[config.mk]
export PLATFORM = sky130hd
export DESIGN_NAME = ts_packet_sync_tracker
export DESIGN_NICKNAME = d
export VERILOG_FILES = /design/src/hdl/tspst_pkg.sv /design/src/hdl/tspst_cell.sv /design/src/hdl/tspst_ctrl.sv /design/src/hdl/ts_packet_sync_tracker.sv
export SDC_FILE = /design/constraint.sdc
export NUM_CORES = 2
export LEC_CHECK = 0
export ABC_AREA = 1
export CAP_MARGIN = 0
export CORE_MARGIN = 2
export CORE_UTILIZATION = 50
export CTS_BUF_LIST = sky130_fd_sc_hd__clkbuf_2 sky130_fd_sc_hd__clkbuf_4 sky130_fd_sc_hd__clkbuf_8
export DETAILED_ROUTE_END_ITERATION = 10
export DONT_BUFFER_PORTS = 1
export GPL_TIMING_DRIVEN = 0
export PLACE_DENSITY = 0.68
export SLEW_MARGIN = 10
export SYNTH_ARGS = -nofsm -noshare
export SYNTH_HDL_FRONTEND = slang
export SYNTH_SLANG_ARGS = --single-unit
[constraint.sdc]
create_clock -name clk -period 119.7 [get_ports clk]
set_input_delay 5.985 -clock clk [delete_from_list [all_inputs] [get_ports clk]]
set_output_delay 5.985 -clock clk [all_outputs]
set_load 0.1 [all_outputs]
[src/hdl/tspst_pkg.sv]
// Shared constants, types and helper functions for the transport stream sync tracker.
`default_nettype none
package tspst_pkg;

	localparam int WinDepth = 613;
	localparam int FillW = $clog2(WinDepth + 1);

	localparam logic [7:0] SyncA = 8'h47;
	localparam logic [7:0] SyncB = 8'hB8;

	// Last byte index inside a packet for each length.
	localparam logic [7:0] ShortLast = 8'd187;
	localparam logic [7:0] LongLast = 8'd203;

	// Fixed window taps looked at while hunting.
	localparam int TapHead = 0;
	localparam int Tap188 = 188;
	localparam int Tap376 = 376;
	localparam int Tap564 = 564;
	localparam int Tap204 = 204;
	localparam int Tap408 = 408;
	localparam int Tap612 = WinDepth - 1;

	typedef enum logic {
		ST_HUNT,
		ST_LOCK
	} sync_state_t;

	typedef struct packed {
		logic [7:0] head;
		logic [7:0] t188;
		logic [7:0] t376;
		logic [7:0] t564;
		logic [7:0] t204;
		logic [7:0] t408;
		logic [7:0] t612;
	} taps_t;

	typedef struct packed {
		logic [7:0] out_byte;
		logic       is_packet_byte;
		logic       packet_first;
		logic       packet_final;
		logic       long_packets;
		logic       lost_lock;
		logic       gained_lock;
	} result_t;

	function automatic logic is_sync(input logic [7:0] b);
		return (b == SyncA) || (b == SyncB);
	endfunction

endpackage
`default_nettype wire

[src/hdl/tspst_cell.sv]
// One byte cell of the lookahead chain; takes its neighbor's byte, or the input byte at the tail, on every shift.
`default_nettype none
module tspst_cell
	import tspst_pkg::*;
(
	input  wire logic       clk,
	input  wire logic       shift_en,
	input  wire logic [7:0] d,
	output logic [7:0]      q
);

	logic [7:0] byte_q;

	always_ff @(posedge clk) begin
		if (shift_en) begin
			byte_q <= d;
		end
	end

	assign q = byte_q;

endmodule
`default_nettype wire

[src/hdl/tspst_ctrl.sv]
// Fill tracking, hunt/lock state machine and packet byte counter.
`default_nettype none
module tspst_ctrl
	import tspst_pkg::*;
(
	input  wire logic  clk,
	input  wire logic  arst_n,
	input  wire logic  step,
	input  wire taps_t taps,
	output logic       res_valid,
	output result_t    res
);

	sync_state_t      state_q;
	sync_state_t      next_state;
	logic [FillW-1:0] fill_q;
	logic             ls_q;
	logic [7:0]       bip_q;

	logic       full;
	logic       lost;
	logic       still;
	logic       match_short;
	logic       match_long;
	logic       gain;
	logic       lock_now;
	logic       ls_n;
	logic [7:0] bip_b;
	logic [7:0] bip_c;
	logic [7:0] plen_last;
	logic       first;
	logic       final_b;
	logic [7:0] bip_n;

	assign full = (fill_q == FillW'(WinDepth));

	always_comb begin
		lost = (state_q == ST_LOCK) && (bip_q == 8'd0) && !is_sync(taps.head);
		still = (state_q == ST_LOCK) && !lost;
		match_short = (taps.head == SyncA) && (taps.t188 == SyncA) &&
			(taps.t376 == SyncA) && (taps.t564 == SyncA);
		match_long = is_sync(taps.head) && is_sync(taps.t204) &&
			is_sync(taps.t408) && is_sync(taps.t612);
		gain = !still && (match_short || match_long);
		lock_now = still || gain;
		if (gain) begin
			ls_n = !match_short;
		end else if (lost) begin
			ls_n = 1'b0;
		end else begin
			ls_n = ls_q;
		end
		bip_b = gain ? 8'd0 : bip_q;
		plen_last = ls_n ? LongLast : ShortLast;
		bip_c = (bip_b > plen_last) ? 8'd0 : bip_b;
		first = lock_now && (bip_c == 8'd0);
		final_b = lock_now && (bip_c == plen_last);
		if (lock_now) begin
			bip_n = final_b ? 8'd0 : bip_c + 8'd1;
		end else begin
			bip_n = bip_q;
		end
		case (lock_now)
			1'b1: next_state = ST_LOCK;
			default: next_state = ST_HUNT;
		endcase

		res_valid = full;
		res.out_byte = taps.head;
		res.is_packet_byte = lock_now;
		res.packet_first = first;
		res.packet_final = final_b;
		res.long_packets = lock_now && ls_n;
		res.lost_lock = lost;
		res.gained_lock = gain;
	end

	always_ff @(posedge clk or negedge arst_n) begin
		if (!arst_n) begin
			state_q <= ST_HUNT;
			fill_q <= '0;
			ls_q <= 1'b0;
			bip_q <= 8'd0;
		end else if (step) begin
			if (full) begin
				state_q <= next_state;
				ls_q <= ls_n;
				bip_q <= bip_n;
			end else begin
				fill_q <= fill_q + FillW'(1);
			end
		end
	end

endmodule
`default_nettype wire

[src/hdl/ts_packet_sync_tracker.sv]
// Top level of the transport stream sync tracker: cell chain, control and output register.
//
//   Channel | Handshake            | Payload
//   --------+----------------------+------------------------------------------------
//   in      | in_valid / in_ready  | in_byte
//   out     | out_valid / out_ready| out_byte, is_packet_byte, packet_first,
//           |                      | packet_final, long_packets, lost_lock, gained_lock
//
// Every accepted item is decided in the cycle it is taken, so one item per cycle is
// sustained; the single output register sets this, and in_ready drops only while a
// result sits in it and out_ready is low.
// The first 613 items only fill the lookahead chain and produce no result.
// The chain has no reset and needs no clearing pass: the fill count keeps any byte that
// was never shifted in from reaching the decision.
// After reset in_ready is high, since the output register starts empty.
`default_nettype none
module ts_packet_sync_tracker
	import tspst_pkg::*;
(
	input  wire logic       clk,
	input  wire logic       arst_n,
	input  wire logic       in_valid,
	output logic            in_ready,
	input  wire logic [7:0] in_byte,
	output logic            out_valid,
	input  wire logic       out_ready,
	output logic [7:0]      out_byte,
	output logic            is_packet_byte,
	output logic            packet_first,
	output logic            packet_final,
	output logic            long_packets,
	output logic            lost_lock,
	output logic            gained_lock
);

	logic       accept;
	logic [7:0] win [WinDepth];
	taps_t      taps;
	logic       res_valid;
	result_t    res;
	logic       out_valid_q;
	result_t    res_q;

	// A new item may enter whenever the output register is empty or being drained.
	assign in_ready = !out_valid_q || out_ready;
	assign accept = in_valid && in_ready;

	// The chain shifts toward the head on every accepted item; the new byte enters at
	// the tail, so the oldest byte always sits in cell zero once the chain is full.
	for (genvar i = 0; i < WinDepth; i++) begin : g_cell
		if (i == WinDepth - 1) begin : g_tail
			tspst_cell u_cell (
				.clk      (clk),
				.shift_en (accept),
				.d        (in_byte),
				.q        (win[i])
			);
		end else begin : g_body
			tspst_cell u_cell (
				.clk      (clk),
				.shift_en (accept),
				.d        (win[i+1]),
				.q        (win[i])
			);
		end
	end

	// Fixed taps used by the hunting search and the packet start check.
	always_comb begin
		taps.head = win[TapHead];
		taps.t188 = win[Tap188];
		taps.t376 = win[Tap376];
		taps.t564 = win[Tap564];
		taps.t204 = win[Tap204];
		taps.t408 = win[Tap408];
		taps.t612 = win[Tap612];
	end

	tspst_ctrl u_ctrl (
		.clk       (clk),
		.arst_n    (arst_n),
		.step      (accept),
		.taps      (taps),
		.res_valid (res_valid),
		.res       (res)
	);

	// Output register: loaded when an item with a result is taken, emptied when the
	// downstream side takes the result.
	always_ff @(posedge clk or negedge arst_n) begin
		if (!arst_n) begin
			out_valid_q <= 1'b0;
		end else if (accept && res_valid) begin
			out_valid_q <= 1'b1;
		end else if (out_ready) begin
			out_valid_q <= 1'b0;
		end
	end

	always_ff @(posedge clk) begin
		if (accept && res_valid) begin
			res_q <= res;
		end
	end

	assign out_valid = out_valid_q;
	assign out_byte = res_q.out_byte;
	assign is_packet_byte = res_q.is_packet_byte;
	assign packet_first = res_q.packet_first;
	assign packet_final = res_q.packet_final;
	assign long_packets = res_q.long_packets;
	assign lost_lock = res_q.lost_lock;
	assign gained_lock = res_q.gained_lock;

endmodule
`default_nettype wire

==> metrics <==
slowest cell delay on critical path slightly below 0.7 ns; first-pass GRT wire length roughly 270 mm; Vias about 50000; Final WS setup around 110 ns; yosys warns 0; DRC viols 0; delay-heaviest family, CP simple AND/OR/NAND/NOR gates; fmax just under 80 MHz; Worst Path Arrival roughly 6.7 ns; CTS Buf Count 723; CTS tree done; io pins 28; largest net degree at the start of global routing 142; Die ar. a little over 300000 um2; critical path's slowest cell nand2_1; vias in the first global route slightly above 50000; library cells used by synthesis 28; final period utilization 0.106; DR iter-0 viols 5155; Worst Max-Slew Pin Slew ~0.96 ns; Tmin final 12.68 ns; Die X around 550 um; worst hold margin around 0.38 ns; antenna viol nets, final 0; Worst Path Buf+Inv 1; post-cts resize count 0; Cells after DPL 9205; worst min path class register to register; GR Overflow Total 0; CTS Sinks between 4000 and 5000; CP Launch Type input pin; unrepaired setup endpoints after global routing false; Clk pin slew, worst setup/hold paths 0.06 ns; Die H between 500 and 600 um; Clock Latency Late Sink about 1.1 ns; DP HPWL 72.8 mm; pwr dens between 15 and 20 nW/um2; Non-Filler Instances 10500; Max Cap Viol 0; Slew HR 0.361; Max Buffers Root-to-Sink 4; Final Wtd Congestion roughly 0.73; drt first pass iters 8; setup bufs post-CTS 0; H-tree Lvls 6; share of cells above drive strength 1 0.179; crit end category output port; cell area after layout 170000 um2; WL per Instance 16.4 um; post-place instance area about 160000 um2; setup violators final 0; Final Hold Fails 0; PortBufs 0; worst path cell trace inv_1, nand2_1; Setup CP Type input pin to output port; CP required around 110 ns; pre-CTS WS around 110 ns; register area share after synthesis 0.991; Syn Inst Count approximately 5200; FF+latch count, synth 4939; Post-CTS Hold Fix Bufs 0; FP Rows 200; fillers approximately 21000; Area growth syn-to-layout 13.6%; commonest non-fill, non-tap cell in the layout edfxtp_1; setup TNS 0 ns; final WL ~170 mm; DR vias/cell ~4.8; most frequent cells in the layout edfxtp_1 (4918), clkbuf_8 (731), clkbuf_4 (256), clkinv_1 (182), nand2_1 (101); status finished, final reports clean; Starting Density 0.503; Worst IR Drop VDD 0.0122 mV; nets ~6000; leakage 0.0573 uW; Cell Area, Synth between 100000 and 150000 um2; Syn Nets about 5200; Worst Clk Skew just over 0.05 ns; Root Driver clkbuf_8; mean area per synthesized cell between 20 and 30 um2; max-slew violation count 0; Core Footprint about 300000 um2; total track usage 0.111; CP max FO 3; initial antenna violation count 3
-- worst reg2reg max path, delay by kind of cell (launching register included) --
kind,cells,cell delay (ns)
buffers and inverters,7,3.94
DFF,1,0.73
and+or+nand+nor,2,1.30
-- synthesized netlist by cell type --
| master | count | area [um2] |
|---|---|---|
| nand4_4 | 1 | 21.3 |
| o21bai_1 | 2 | 15.0 |
| edfxtp_1 | 4918 | 148000 |
| nand4_1 | 10 | 62.6 |
| buf_6 | 1 | 11.3 |
| nand3_2 | 1 | 10.0 |
| nand2_2 | 5 | 31.3 |
| o21ai_0 | 2 | 10.0 |
| nor2_1 | 44 | 165 |
| nand3b_1 | 1 | 7.51 |
| nand2_1 | 101 | 379 |
| a32oi_1 | 1 | 8.76 |
| ha_1 | 5 | 62.6 |
| inv_2 | 3 | 11.3 |
| nor4_1 | 2 | 12.5 |
| nor3_2 | 1 | 10.0 |
| dfrtp_1 | 21 | 526 |
| xnor2_1 | 3 | 26.3 |
| nand3_1 | 15 | 75.1 |
| o211ai_1 | 1 | 7.51 |
| nand2_4 | 3 | 33.8 |
| nor3_1 | 4 | 20.0 |
| o21ai_1 | 4 | 20.0 |
| xor2_1 | 8 | 70.1 |
| and3_1 | 1 | 6.26 |
| inv_1 | 66 | 248 |
| nor2_2 | 1 | 6.26 |
| o21ai_4 | 1 | 16.3 |
-- per-layer routing --
layer | vias up | track usage | routed length, um
met1 | 25800 | 0.187 | 90500
met2 | 1101 | 0.135 | 67700
met3 | 457 | 0.0293 | 8760
met4 | 0 | 0.0489 | 4990
met5 | - | 0 | 0
li1 | 22800 | - | -
-- cells by family (layout without fill, tap and decap cells) --
kind of cell / after synthesis / in the layout / share of synthesized area
compound gates: 11 / 11 / 0.000519
xor+xnor: 11 / 11 / 0.000644
fa+ha+maj: 5 / 5 / 0.000418
buf+inv: 70 / 1408 / 0.00181
flops: 4939 / 4939 / 0.991
other cells: 0 / 3 / 0
simple gates: 190 / 190 / 0.00562
-- power by group --
| part | internal (uW) | switching (uW) | total (uW) |
|---|---|---|---|
| Clock | 692 | 615 | 1310 |
| Combinational | 5.13 | 32.5 | 37.6 |
| Sequential | 2020 | 29.0 | 2040 |
-- flip-flops by register name, indices dropped and copies added (netlist names) --
signal and flops:
is_packet_byte 1, u_ctrl.state_q 1, packet_final 1, u_ctrl.bip_q 8, u_ctrl.fill_q 10, u_ctrl.ls_q 1
packet_first 1, gained_lock 1, g_cell.g_body.u_cell.q 4896, lost_lock 1, out_byte 8, long_packets 1
g_cell.g_tail.u_cell.q 8, out_valid 1
-- cell type report --
cell class,instances,area (um2),share of cell area
antenna,3,7.51,0.0000442
multi-input combinational,217,1080,0.00636
tap,3939,4930,0.0290
sequential,4939,148000,0.872
clock inverter,311,2290,0.0135
inverter,69,267,0.00157
buffer,1,11.3,0.0000663
clock buffer,987,12000,0.0705
timing repair buffer,40,1100,0.00648
-- worst paths after layout --
check / cells past startpoint / end / from / slack (ns)
setup / recovery: 2 / in_ready / out_ready / 107.02
hold / removal: 0 / g_cell[402].g_body.u_cell.q[4]$_DFFE_PP_ / g_cell[403].g_body.u_cell.q[4]$_DFFE_PP_ / 0.38
setup reg to reg: 9 / g_cell[457].g_body.u_cell.q[3]$_DFFE_PP_ / out_valid$_DFFE_PN0P_ / 113.19
hold reg to reg: 0 / g_cell[402].g_body.u_cell.q[4]$_DFFE_PP_ / g_cell[403].g_body.u_cell.q[4]$_DFFE_PP_ / 0.38
max in group asynchronous: 0 / u_ctrl.fill_q[0]$_DFFE_PN0P_ / arst_n / 115.05
min in group asynchronous: 0 / u_ctrl.bip_q[2]$_DFFE_PN0P_ / arst_n / 4.56
-- metrics by stage --
| step | util | total power (uW) |
|---|---|---|
| 2_1_floorplan | - | 2440 |
| 3_3_place_gp | 0.520 | 2560 |
| 3_5_place_dp | 0.523 | 2120 |
| 4_1_cts | 0.571 | 3450 |
| 5_1_grt | 0.571 | 3540 |
| 6_report | 0.571 | 3390 |
Note: power is estimated with default switching activity, not from simulation.
